**config.mk**
```make
export PLATFORM = sky130hd
export DESIGN_NAME = multiplexed_servo_pulse_sequencer_top
export DESIGN_NICKNAME = d
export VERILOG_FILES = /design/src/hdl/msps_pkg.sv /design/src/hdl/multiplexed_servo_pulse_sequencer_top.sv
export SDC_FILE = /design/constraint.sdc
export NUM_CORES = 1
export LEC_CHECK = 0
export ABC_CLOCK_PERIOD_IN_PS = 6800
export BUFFER_PORTS_ARGS = -buffer_cell sky130_fd_sc_hd__buf_2
export CORE_MARGIN = 4
export CORE_UTILIZATION = 41
export CTS_CLUSTER_SIZE = 8
export DETAILED_ROUTE_END_ITERATION = 8
export GPL_TIMING_DRIVEN = 1
export SLEW_MARGIN = 20
export SYNTH_ARGS = -nofsm -noshare
export SYNTH_HDL_FRONTEND = slang
export SYNTH_SLANG_ARGS = --single-unit
```
**constraint.sdc**
```tcl
create_clock -name clk_i -period 6.8 [get_ports clk_i]
set_input_delay 0.34 -clock clk_i [delete_from_list [all_inputs] [get_ports clk_i]]
set_output_delay 0.34 -clock clk_i [all_outputs]
set_load 0.01 [all_outputs]
```
**src/hdl/msps_pkg.sv**
```systemverilog
// types and constants for the servo pulse sequencer
package msps_pkg;

  // number of servo channels, fixed by the pin and channel field widths
  localparam int unsigned Channels = 2;

  // field widths
  localparam int unsigned LeadW   = 8;
  localparam int unsigned WindowW = 10;
  localparam int unsigned GapW    = 12;
  localparam int unsigned CountW  = 12;
  localparam int unsigned WidthW  = 8;
  localparam int unsigned PinsW   = 2;
  localparam int unsigned AddrW   = 4;
  localparam int unsigned DataW   = 32;

  // register reset values
  localparam logic [LeadW-1:0]   LeadReset   = 8'd61;
  localparam logic [WindowW-1:0] WindowReset = 10'd248;
  localparam logic [GapW-1:0]    GapReset    = 12'd1750;

  // register indexes (word address)
  localparam logic [1:0] RegLead   = 2'd0;
  localparam logic [1:0] RegWindow = 2'd1;
  localparam logic [1:0] RegGap    = 2'd2;

  // item kinds
  localparam logic KindTick  = 1'b0;
  localparam logic KindWidth = 1'b1;

  // per-channel phase
  typedef enum logic [2:0] {
    PH_LEAD   = 3'b001,
    PH_WINDOW = 3'b010,
    PH_GAP    = 3'b100
  } phase_e;

endpackage

```
**src/hdl/multiplexed_servo_pulse_sequencer_top.sv**
```systemverilog
// servo pulse sequencer: phase counter, width store, result register, config port
// Latency: the result of an item is registered and shown in the cycle after it is accepted.
// Throughput: one item per cycle; the next item is taken while the result register
// is being read, so the only stall comes from the output channel's ready.
// Reset (asynchronous, active low): lead phase of channel 0, count and widths zero,
// registers at their reset values; items are accepted right after reset.
module multiplexed_servo_pulse_sequencer_top (
  input  logic        clk_i,
  input  logic        rst_ni,
  // item input
  input  logic        in_valid_i,
  output logic        in_ready_o,
  input  logic        kind_i,
  input  logic        channel_i,
  input  logic [7:0]  width_i,
  // result output
  output logic        out_valid_o,
  input  logic        out_ready_i,
  output logic [1:0]  pins_o,
  output logic        active_channel_o,
  output logic        frame_start_o,
  // configuration port
  input  logic        psel,
  input  logic        penable,
  input  logic        pwrite,
  input  logic [3:0]  paddr,
  input  logic [31:0] pwdata,
  output logic [31:0] prdata,
  output logic        pready
);
  import msps_pkg::*;

  localparam int unsigned ChW = (Channels > 1) ? $clog2(Channels) : 1;

  // configuration registers
  logic [LeadW-1:0]   lead_q;
  logic [WindowW-1:0] window_q;
  logic [GapW-1:0]    gap_q;
  logic               cfg_wr;

  // sequencer state
  phase_e             phase_q, phase_d;
  logic [ChW-1:0]     ch_q, ch_d;
  logic [CountW-1:0]  count_q, count_d;
  logic [WidthW-1:0]  latched_q, latched_d;
  logic [WidthW-1:0]  widths_q [Channels];

  // handshake and result
  logic               accept;
  logic               is_tick;
  logic               out_valid_q;
  logic [PinsW-1:0]   pins_q, pins_d;
  logic               active_q;
  logic               fs_q, fs_d;
  logic               pin_on;
  logic [CountW:0]    count_inc;
  logic [CountW:0]    limit;
  logic               done;

  // apb access
  assign pready = 1'b1;
  assign cfg_wr = psel & penable & pwrite;

  always_comb begin
    prdata = '0;
    case (paddr[3:2])
      RegLead:   prdata = DataW'(lead_q);
      RegWindow: prdata = DataW'(window_q);
      RegGap:    prdata = DataW'(gap_q);
      default:   prdata = '0;
    endcase
  end

  always_ff @(posedge clk_i or negedge rst_ni) begin
    if (!rst_ni) begin
      lead_q   <= LeadReset;
      window_q <= WindowReset;
      gap_q    <= GapReset;
    end else if (cfg_wr) begin
      case (paddr[3:2])
        RegLead:   lead_q   <= pwdata[LeadW-1:0];
        RegWindow: window_q <= pwdata[WindowW-1:0];
        RegGap:    gap_q    <= pwdata[GapW-1:0];
        default:   ;
      endcase
    end
  end

  // output register frees up when empty or being read
  assign in_ready_o = !out_valid_q || out_ready_i;
  assign accept     = in_valid_i && in_ready_o;
  assign is_tick    = (kind_i == KindTick);

  // pins during the current tick
  always_comb begin
    pin_on = 1'b0;
    case (phase_q)
      PH_LEAD:   pin_on = 1'b1;
      PH_WINDOW: pin_on = (latched_q >= WidthW'(2)) &&
                          (count_q <= CountW'(latched_q));
      default:   pin_on = 1'b0;
    endcase
    pins_d = '0;
    for (int k = 0; k < PinsW; k++) begin
      if (k < Channels) begin
        pins_d[k] = pin_on && (ch_q == ChW'(k));
      end
    end
    fs_d = is_tick && (phase_q == PH_LEAD) && (count_q == '0) && (ch_q == '0);
  end

  // limit of the current phase and end-of-phase test
  always_comb begin
    case (phase_q)
      PH_LEAD:   limit = (CountW+1)'(lead_q);
      PH_WINDOW: limit = (CountW+1)'(window_q);
      PH_GAP:    limit = (CountW+1)'(gap_q);
      default:   limit = '0;
    endcase
    count_inc = {1'b0, count_q} + (CountW+1)'(1);
    done      = (count_inc >= limit);
  end

  // next state for one tick
  always_comb begin
    phase_d   = phase_q;
    ch_d      = ch_q;
    count_d   = count_q;
    latched_d = latched_q;
    case (phase_q)
      PH_LEAD: begin
        if (done) begin
          phase_d   = PH_WINDOW;
          count_d   = '0;
          latched_d = widths_q[ch_q];
        end else begin
          count_d = count_inc[CountW-1:0];
        end
      end
      PH_WINDOW: begin
        if (done) begin
          count_d = '0;
          if (ch_q == ChW'(Channels - 1)) begin
            ch_d    = '0;
            phase_d = PH_GAP;
          end else begin
            ch_d    = ch_q + ChW'(1);
            phase_d = PH_LEAD;
          end
        end else begin
          count_d = count_inc[CountW-1:0];
        end
      end
      PH_GAP: begin
        if (done) begin
          count_d = '0;
          ch_d    = '0;
          phase_d = PH_LEAD;
        end else begin
          count_d = count_inc[CountW-1:0];
        end
      end
      default: begin
        phase_d = PH_LEAD;
        count_d = '0;
      end
    endcase
  end

  // state registers advance on tick items only
  always_ff @(posedge clk_i or negedge rst_ni) begin
    if (!rst_ni) begin
      phase_q   <= PH_LEAD;
      ch_q      <= '0;
      count_q   <= '0;
      latched_q <= '0;
    end else if (accept && is_tick) begin
      phase_q   <= phase_d;
      ch_q      <= ch_d;
      count_q   <= count_d;
      latched_q <= latched_d;
    end
  end

  // width store, written by set-width items
  always_ff @(posedge clk_i or negedge rst_ni) begin
    if (!rst_ni) begin
      for (int i = 0; i < Channels; i++) begin
        widths_q[i] <= '0;
      end
    end else if (accept && (kind_i == KindWidth)) begin
      for (int i = 0; i < Channels; i++) begin
        if (ChW'(channel_i) == ChW'(i)) begin
          widths_q[i] <= width_i;
        end
      end
    end
  end

  // result register
  always_ff @(posedge clk_i or negedge rst_ni) begin
    if (!rst_ni) begin
      out_valid_q <= 1'b0;
    end else if (in_ready_o) begin
      out_valid_q <= accept;
    end
  end

  always_ff @(posedge clk_i) begin
    if (accept) begin
      pins_q   <= pins_d;
      active_q <= ch_q[0];
      fs_q     <= fs_d;
    end
  end

  assign out_valid_o      = out_valid_q;
  assign pins_o           = pins_q;
  assign active_channel_o = active_q;
  assign frame_start_o    = fs_q;

endmodule

```
; ---- After elaboration in Yosys (flattened, before gate mapping)
; Index checks and enable logic that the tools add are counted.
[word_totals]
reg_bits = 75
inputBits = 53
out_inout_bits = 39
word_cells = 73
[op_classes]
add_sub_neg = 2
n_lt_le_gt_ge = 4
eq_ne = 8
muxes = 17
n_bitwise = 6
n_reduce_logical = 23
[op_table]
columns = cell, n
row1 = $pmux 12 s3, 2
row2 = $mux 12, 2
row3 = $mux 8, 3
row4 = $add 12x1->13 const B, 1
row5 = $ge 13x13->1, 1
row6 = $le 12x8->1, 1
row7 = $logic_not 12->1, 1
row8 = $mux 3, 4
row9 = $reduce_and 2->1, 5
row10 = $logic_and 1x1->1, 9
row11 = $pmux 3 s3, 1
row12 = $ge 8x2->1 const B, 1
row13 = $reduce_and 4->1, 2
row14 = $ne 2x2->1 const B, 3
row15 = $pmux 1 s2, 2
row16 = $eq 3x1->1 const B, 1
row17 = $eq 3x2->1 const B, 1
row18 = $eq 3x3->1 const B, 1
row19 = $mux 1, 3
row20 = $not 1->1, 3
row21 = $reduce_and 3->1, 1
row22 = $reduce_or 3->1, 1
row23 = $and 1x1->1, 2
row24 = $eq 2x1->1 const B, 1
row25 = 8 further kinds, 8

; ---- Longest topological paths before layout
; Gate-level depths: netlist of run 1.
[depth]
depth_word = 5
mapped_depth = 15
mapped_depth_nobuf = 11

; ---- Worst setup path before layout of run 1
; No wires, ideal clock.
[synth_path]
kind = flip-flop to flip-flop
from = register phase_q[0]
to = register latched_q[0]
setup_ns = 0.125
arrival_time_ns = 3.020
required_time_ns = 6.675
path_slack_ns = 3.655
path_stages_with_launch = 16
n_path_buf = 4
period_less_slack_ns = 3.145
cell_sequence = dfstp_2 buf_2 nor2b_1 clkbuf_1 a22oi_1 nor2_1 a21oi_1 ha_1 and4_1 o211a_1 o31ai_1 and3_1 buf_6 or3_1 buf_6 mux2_4
[synth_between]
elab_chain_cells = 4
word_cells_on_any_way = 6
cone_classes = order compare: 1 / eq/ne: 3 / mux: 1 / reduce/logical: 1
[synth_rtl]
columns = item, line
row1 = "start, declared", multiplexed_servo_pulse_sequencer_top.sv:42  ; phase_e phase_q, phase_d;
row2 = "start signal, assigned", multiplexed_servo_pulse_sequencer_top.sv:178  ; phase_q <= phase_d;
row3 = "$eq 3x3->1, or another cell as far along", multiplexed_servo_pulse_sequencer_top.sv:114  ; case (phase_q)
row4 = $pmux 12 s3, multiplexed_servo_pulse_sequencer_top.sv:114
row5 = $ge 13x13->1, multiplexed_servo_pulse_sequencer_top.sv:121  ; done = (count_inc >= limit);
row6 = $reduce_and 3->1 (no line) (*), --
row7 = "end signal, assigned", multiplexed_servo_pulse_sequencer_top.sv:181  ; latched_q <= latched_d;
row8 = "end, declared", multiplexed_servo_pulse_sequencer_top.sv:45  ; logic [WidthW-1:0] latched_q, latched_d;
; Every way passes the cells marked *; elsewhere a longest branch is shown, timed or not.
; A chain may end at the register's enable or synchronous reset.

; ---- Final worst setup path of run 1
; Ends and elaborated chain as after synthesis.

==> impl_results.md, run 1 <==
- Outcome: completed
- Fin crit share: ~57%
- Post-CTS resize count: 0
- Setup TNS: 0 ns
- Critical path capture point type: flop
- Via count: roughly 3,100
- Data arrival, critical path: slightly above 4 ns
- Final setup violating endpoints: 0
- Placed inst area: 0.00465 sq mm
- Worst R2R Path Depth: 11
- Biggest area consumer among synthesized cells: dfrtp_1
- Cts-stage hold buffer count: 0
- Die Wd: about 110 um
- WL/cell: roughly 16 um
- Skew final: 0.00989 ns
- Worst skew pair latency: roughly 0.35 ns
- R2R Setup Slk: 2.89 ns
- CTS tree: built
- Vias in the first global route: a little over 3,000
- Inserted Clock Buffers: 9
- Core area: between 0.01 and 0.015 sq mm
- Slew headroom: between 30% and 40%
- GRT Residual Overflow: 0
- Number of synthesized flops with an enable pin: 4
- Clk slew on worst S/H paths: roughly 0.08 ns
- Seq/Total Area, Yosys: around 44%
- Starting Density: 42.3%
- Ratio of cells with drive above 1 in the final layout: 32.1%
- Hold Path Depth: 2
- Yosys reg bits: between 70 and 80
- Design area: roughly 0.0048 sq mm
- DRC errors left: 0
- Post-CTS Setup Repair Bufs: 0
- Max Fclk: between 200 and 300 MHz
- Largest net degree at the start of global routing: between 70 and 80
- Worst-margin pin slew: 1.04 ns
- Crit Path Class: flop to flop
- Worst-path fanout max: 10
- DP HPWL: about 6.6 mm
- Total power: ~1.5 mW
- Gate Count Post-Synth: 404
- Layout Cells excl Fill: 585
- Ys async rst share: between 90% and 100%
- Deepest clock path buffer count: 2
- Initial antenna violation count: 0
- IO Pins: 92
- Final wirelength: 9.23 mm
- Worst VDD drop: 132 uV
- Area growth syn-to-layout: 9.37%
- Cell Pwr Density: 312 mW/mm^2
- Post-synth top area share: around 30%
- CTS HTree Levels: 3
- Hold Path Class: primary input to flop
- Total track usage: between 10% and 20%
- Clk root buf: clkbuf_8
- IO Port Bufs: 48
- Max Slew Vio Count: 0
- Post-route ant nets: 0
- Fin nets: 519
- Total clock sinks: 75
- Cell Rows: 37
- Die span in y: about 110 um
- Synth cell count leaders: dfrtp_1, mux2_2, buf_4, mux2i_1
- P_leak: 2.29 nW
- DR pass1 iterations: 4
- DR vias/cell: around 5.3
- Post-synthesis cell type count: between 50 and 60
- Ys Warns: 0
- Synth top area cells: dfrtp_1, mux2_2, dfstp_2, ha_1, mux2i_1
- Initial DRC Count: between 100 and 150
- First-pass GRT wire length: approximately 15 mm
- Synthesized area: roughly 0.0044 sq mm
- Max-cap viol count: 0
- Gp weighted congestion: 0.799
- Die area: between 0.01 and 0.015 sq mm
- Unrepaired setup endpoints after global routing: no
- Tmin final: just under 4 ns
- Top FF cell, synth: dfrtp_1
- Final hold vios: 0
- Ant. Diodes: 0
- Top-count cell post-synth: dfrtp_1
- Avg Cell Area, Syn: around 11 sq um
- Inst Count DP: between 500 and 600
- Critical path launch point type: flop
- Req. time, crit path: roughly 7.0 ns
## registers in the layout, summed over array words and instances (netlist names)
signal	cells
widths_q	16
phase_q	3
lead_q	8
window_q	10
frame_start_o	1
active_channel_o	1
gap_q	12
out_valid_o	1
ch_q	1
latched_q	8
count_q	12
pins_o	2
## worst max-delay path, cell delays in order, from the launching register on
cell     delay [ns]
dfstp_2        0.63
nor2b_1        0.61
a22oi_1        0.19
nor2_1         0.13
a21oi_1        0.07
ha_1           0.29
and4b_1        0.19
o211a_1        0.22
o31ai_1        0.24
and3_1         0.36
or3_1          0.52
mux2_4         0.34
## power breakdown
part | leakage [nW] | switching, mW | internal [mW]
clock | 0.0905 | 0.162 | 0.152
combinational | 1.34 | 0.278 | 0.242
sequential | 0.866 | 0.100 | 0.567
## area by class of cell
| class | count | area (sq um) |
|---|---|---|
| repair buffers | 51 | 263 |
| multi-input cells | 296 | 2250 |
| clock buffers | 14 | 163 |
| flip-flops and latches | 75 | 1920 |
| clock inverters | 2 | 10.0 |
| fillers | 974 | 5600 |
| well taps | 136 | 170 |
| inverters | 11 | 41.3 |
## per-layer routing
layer,wire length (um),up-vias,global-route usage (%),part of all wire (%)
met2,4500,72,25.3,49
met3,393,16,2.39,4.3
met5,0,-,0,0
li1,-,1485,-,-
met4,193,0,6.89,2.1
met1,4150,1531,20.0,45
## cell usage in the layout (no fill, tap or decap), types with 14 or more instances in the layout
cell type  synthesis  routed
ha_1              22      22
buf_2              1      48
conb_1             2      21
o21ai_0           20      20
mux2_2            48      48
mux2i_1           23      23
nand2_1           22      22
dfrtp_1           53      53
nor2_1            20      20
dfstp_2           18      18
nand3_1           14      14
## metrics by stage
step / hold WS (ns) / setup slack, ns / util (%)
finish: 0.179 / 2.89 / 46.3
global route: 0.189 / 2.58 / 46.3
CTS: 0.163 / 2.87 / 46.3
detailed placement: 0.487 / 2.90 / 44.6
global placement: 0.485 / 2.92 / 44.6
floorplan: 0.0444 / 3.65 / -
## cell families (layout without fill, tap and decap cells)
family / after synthesis / count (layout) / synth area share (%)
simple gates: 105 / 105 / 13.2
flops: 75 / 75 / 43.5
mux: 72 / 72 / 17.8
compound gates: 66 / 66 / 10.0
buf+inv: 52 / 78 / 7.04
fa+ha+maj: 22 / 22 / 6.24
xor+xnor: 10 / 10 / 1.99
other cells: 2 / 21 / 0.170
## worst paths after layout
check	start	to
min in group asynchronous	rst_ni	window_q[2]
setup / recovery	phase_q[0]	latched_q[0]
setup reg to reg	phase_q[0]	latched_q[0]
hold / removal	in_valid_i	out_valid_o
hold reg to reg	widths_q[0]	widths_q[0]
max in group asynchronous	rst_ni	out_valid_o
Note: power is estimated with default switching activity, not from simulation.
==> inputs of run 2 (changes only) <==
- ABC_AREA: default -> 1
- ABC_CLOCK_PERIOD_IN_PS: 6800 -> 4100
- clock period: 6.8 -> 4.1 ns (I/O delays scaled with it)
==> run 2 against run 1 <==
Net effect: synthesized area fell by 0.31%; worst hold slack worse by 0.089 ns; clock skew increased by 0.0071 ns; critical path depth rose by 3; non-clock buffer count is the same; register-to-register slack got worse by 1.7 ns; via count increased by 19%; critical endpoint is now phase_q[2].
==> impl_results.md, run 2 <==
- CP startpoint: phase_q[2] (was phase_q[0])
- RR Startpoint: phase_q[2] (was phase_q[0])
- IO Port Bufs: 48 (unchanged)
- Cell Rows: 37 (unchanged)
- Complex-gate fraction of the synthesized area: 12.6% (was 10.0%)
- Hold Path Class: primary input to flop (unchanged)
- Critical path's largest stage delay: 0.42 ns (was 0.63 ns)
- Fillers: 1,077 (was 974)
- Yosys reg bits: 75 (unchanged)
- Largest family of logic cells by synthesized area: simple AND/OR/NAND/NOR gates (was multiplexers)
- Post-CTS Setup Repair Bufs: 0 (unchanged)
- Cell Pwr Density: 544 mW/mm^2 (was 312 mW/mm^2)
- Gp weighted congestion: 0.796 (was 0.799)
- Worst-path fanout max: 9 (was 10)
- Fin nets: 682 (was 519)
- Clk slew on worst S/H paths: 0.08 ns (about the same)
- Ant. Diodes: 0 (unchanged)
- Total clock sinks: 75 (unchanged)
- Clk root buf: clkbuf_8 (unchanged)
- First-pass GRT wire length: 17.2 mm (was 15.5 mm)
- Pre-CTS setup slack: 1.21 ns (was 2.90 ns)
- Critical Path Stages: 14 (was 11)
- Design area: 0.00488 sq mm (was 0.00482 sq mm)
- Worst VDD drop: 229 uV (was 132 uV)
- Post-synth top area share: 30.2% (was 30.1%)
- Area growth syn-to-layout: 11.0% (was 9.37%)
- DP HPWL: 7.54 mm (was 6.60 mm)
- DR vias/cell: 4.94 (was 5.31)
- Final wirelength: 10.3 mm (was 9.23 mm)
- Inserted Clock Buffers: 9 (unchanged)
- Adder-cell share of the synthesized area: 6.26% (was 6.24%)
- P_leak: 2.53 nW (was 2.29 nW)
- Worst R2R Path Depth: 14 (was 11)
- Final hold vios: 0 (unchanged)
- CP Cell Sequence: inv_1 -> nand3_1 -> clkinv_1 -> a21oi_1 -> ha_1 -> nand2_1 -> inv_1 -> nand3b_1 -> nand3_1 -> nand3_2 -> nand4_1 -> nand2_1 -> nand2_1 -> nand2_1 (was nor2b_1 -> a22oi_1 -> nor2_1 -> a21oi_1 -> ha_1 -> and4b_1 -> o211a_1 -> o31ai_1 -> and3_1 -> or3_1 -> mux2_4)
- Power Internal: 1.59 mW (was 961 uW)
- Crit Path Class: flop to flop (unchanged)
- IO Pins: 92 (unchanged)
- WP buf/inv: 3 (was 0)
- Top-count cell post-synth: nand2_1 (was dfrtp_1)
- Max-cap viol count: 0 (unchanged)
- Worst skew pair latency: 0.36 ns (was 0.35 ns)
- Tmin final: 2.93 ns (was 3.91 ns)
- Most frequent cells in the layout: nand2_1, inv_1, o21ai_0, dfrtp_1, buf_2 (was dfrtp_1, mux2_2, buf_2)
- Avg Cell Area, Syn: 7.80 sq um (was 10.9 sq um)
- CTS HTree Levels: 3 (unchanged)
- Via count: 3,696 (was 3,104)
- Number of synthesized flops with an enable pin: 4 (unchanged)
- Die Wd: 112 um (about the same)
- Outcome: completed (unchanged)
- Initial DRC Count: 179 (was 117)
- Starting Density: 42.4% (was 42.3%)
- DR pass1 iterations: 5 (was 4)
- Worst-margin pin slew: 0.848 ns (was 1.04 ns)
- Delay-heaviest family, CP: simple AND/OR/NAND/NOR gates (unchanged)
- Fin crit share: 71.5% (was 57.5%)
- Switching Fraction: 40.0% (was 36.0%)
- Core area: 0.0104 sq mm (about the same)
- Gate Count Post-Synth: 563 (was 404)
- Critical path capture point type: flop (unchanged)
- Final setup violating endpoints: 0 (unchanged)
- Setup TNS: 0 ns (unchanged)
- Clock power share: 23.0% (was 20.9%)
- Synth top area cells: dfrtp_1, nand2_1, dfstp_2, inv_1, ha_1 (was dfrtp_1, mux2_2, dfstp_2, ha_1, mux2i_1)
- GRT Residual Overflow: 0 (unchanged)
- Setup WS post-layout: 1.17 ns (was 2.89 ns)
- Ys async rst share: 94.7% (unchanged)
- Critical path launch point type: flop (unchanged)
- DRC errors left: 0 (unchanged)
- Top FF cell, synth: dfrtp_1 (unchanged)
- Post-route ant nets: 0 (unchanged)
- Seq/Total Area, Yosys: 43.7% (was 43.5%)
- Largest regs: widths_q x16, count_q x12, gap_q x12 (unchanged)
- Die span in y: 112 um (about the same)
- Biggest area consumer among synthesized cells: dfrtp_1 (unchanged)
- Unrepaired setup endpoints after global routing: no (unchanged)
- Vias in the first global route: 3,591 (was 3,109)
- Switching power total: 1.06 mW (was 541 uW)
- Total power: 2.65 mW (was 1.50 mW)
- Ys Warns: 0 (unchanged)
- Most flop-heavy register: widths_q (unchanged)
- Synthesized area: 0.00439 sq mm (was 0.00441 sq mm)
- Crit-path most repeated cell: nand2_1
- Skew final: 0.0170 ns (was 0.00989 ns)
- Req. time, crit path: 4.38 ns (was 7.04 ns)
- WL/cell: 13.7 um (was 15.8 um)
- Critical-path top delay cell: a21oi_1 (was dfstp_2)
- Placed inst area: 0.00465 sq mm (about the same)
- Data arrival, critical path: 3.21 ns (was 4.15 ns)
- Initial antenna violation count: 0 (unchanged)
- Slew headroom: 43.5% (was 30.4%)
- Max Fclk: 341 MHz (was 256 MHz)
- HP Start: pwdata[9] (was in_valid_i)
- Post-synthesis cell type count: 35 (was 57)
- Largest net degree at the start of global routing: 39 (was 72)
- Max Slew Vio Count: 0 (unchanged)
- Combinational share of power: 37.5% (was 34.6%)
- Proportion of synthesized area in mux cells: 0% (was 17.8%)
- XOR/XNOR share of the synthesized area: 1.59% (was 1.99%)
- Post-synthesis simple-gate area fraction: 22.6% (was 13.2%)
- Deepest clock path buffer count: 2 (unchanged)
- Die area: 0.0124 sq mm (was 0.0125 sq mm)
- Reg power frac: 39.5% (was 44.5%)
- Synth cell count leaders: nand2_1, inv_1, dfrtp_1, o21ai_0, nand3_1 (was dfrtp_1, mux2_2, buf_4, mux2i_1)
- CTS tree: built (unchanged)
- Most common cell after layout, fill and taps aside: nand2_1 (was dfrtp_1)
- Ratio of cells with drive above 1 in the final layout: 15.0% (was 32.1%)
- Total track usage: 17.0% (was 15.4%)
- Max reg flops: 16 (unchanged)
- Hold Path Depth: 3 (was 2)
- Post-CTS resize count: 0 (unchanged)
## run 2: cell types whose count changed after synthesis, sizes merged, moves of 16 or more
cell,delta
o21ai,+34
o22ai,+16
nand2,+138
mux2,-49
mux2i,-23
inv,+78
## run 2: cells by family after synthesis
family	after synthesis
AND/OR/NAND/NOR	230
buffers and inverters	127
AO/OA/AOI/OAI	99
flip-flops	75
adder cells (fa/ha/maj)	22
XOR/XNOR	8
other	2
## run 2: layout make-up
| cell class | count | area (sq um) | area share (%) |
|---|---|---|---|
| inverters | 90 | 338 | 6.93 |
| multi-input cells | 380 | 1970 | 40.4 |
| clock buffers | 11 | 153 | 3.13 |
| well taps | 136 | 170 | 3.49 |
| clock inverters | 5 | 60.1 | 1.23 |
| flip-flops and latches | 75 | 1920 | 39.4 |
| repair buffers | 51 | 265 | 5.44 |
## run 2: worst paths after layout
path,to,slack [ns]
worst max-delay path,phase_q[2],1.17
worst min-delay path,gap_q[9],0.09
worst max register to register,phase_q[2],1.17
worst min register to register,latched_q[7],0.48
max in group asynchronous,phase_q[0],2.57
min in group asynchronous,count_q[10],0.50
## run 2: layer usage
metal | global-route usage [%] | vias up | part of all wire (%)
met2 | 27.9 | 76 | 48
met3 | 2.55 | 8 | 4.5
met5 | 0 | - | 0
li1 | - | 1863 | -
met1 | 23.0 | 1749 | 46
met4 | 5.68 | 0 | 1.1
## run 2: metrics by stage
step	util (%)	hold WS (ns)	std cells
finish	47.0	0.0895	748
global route	47.0	0.0870	748
CTS	47.0	0.0705	748
detailed placement	44.9	0.365	731
global placement	44.9	0.356	731
floorplan	-	-0.0906	582
## run 2: repair_timing
item	4_1_cts	5_1_grt
endpoints found under the setup margin	0	0
hold buffers	1	0
hold endpoints to repair	28	0
## run 2: worst min-delay path, cell delays in order
cell and delay [ns]:
buf_2 0.09, inv_1 0.05, o21ai_0 0.08
## run 2: power groups by stage
| stage | logic, mW | registers (mW) | clock network, mW |
|---|---|---|---|
| after floorplan | 0.816 | 1.03 | 0 |
| after global placement | 0.975 | 1.06 | 0 |
| after detailed placement | 0.998 | 1.06 | 0 |
| after CTS | 1.00 | 1.05 | 0.623 |
| after global routing | 1.15 | 1.07 | 0.667 |
| final | 0.994 | 1.05 | 0.610 |
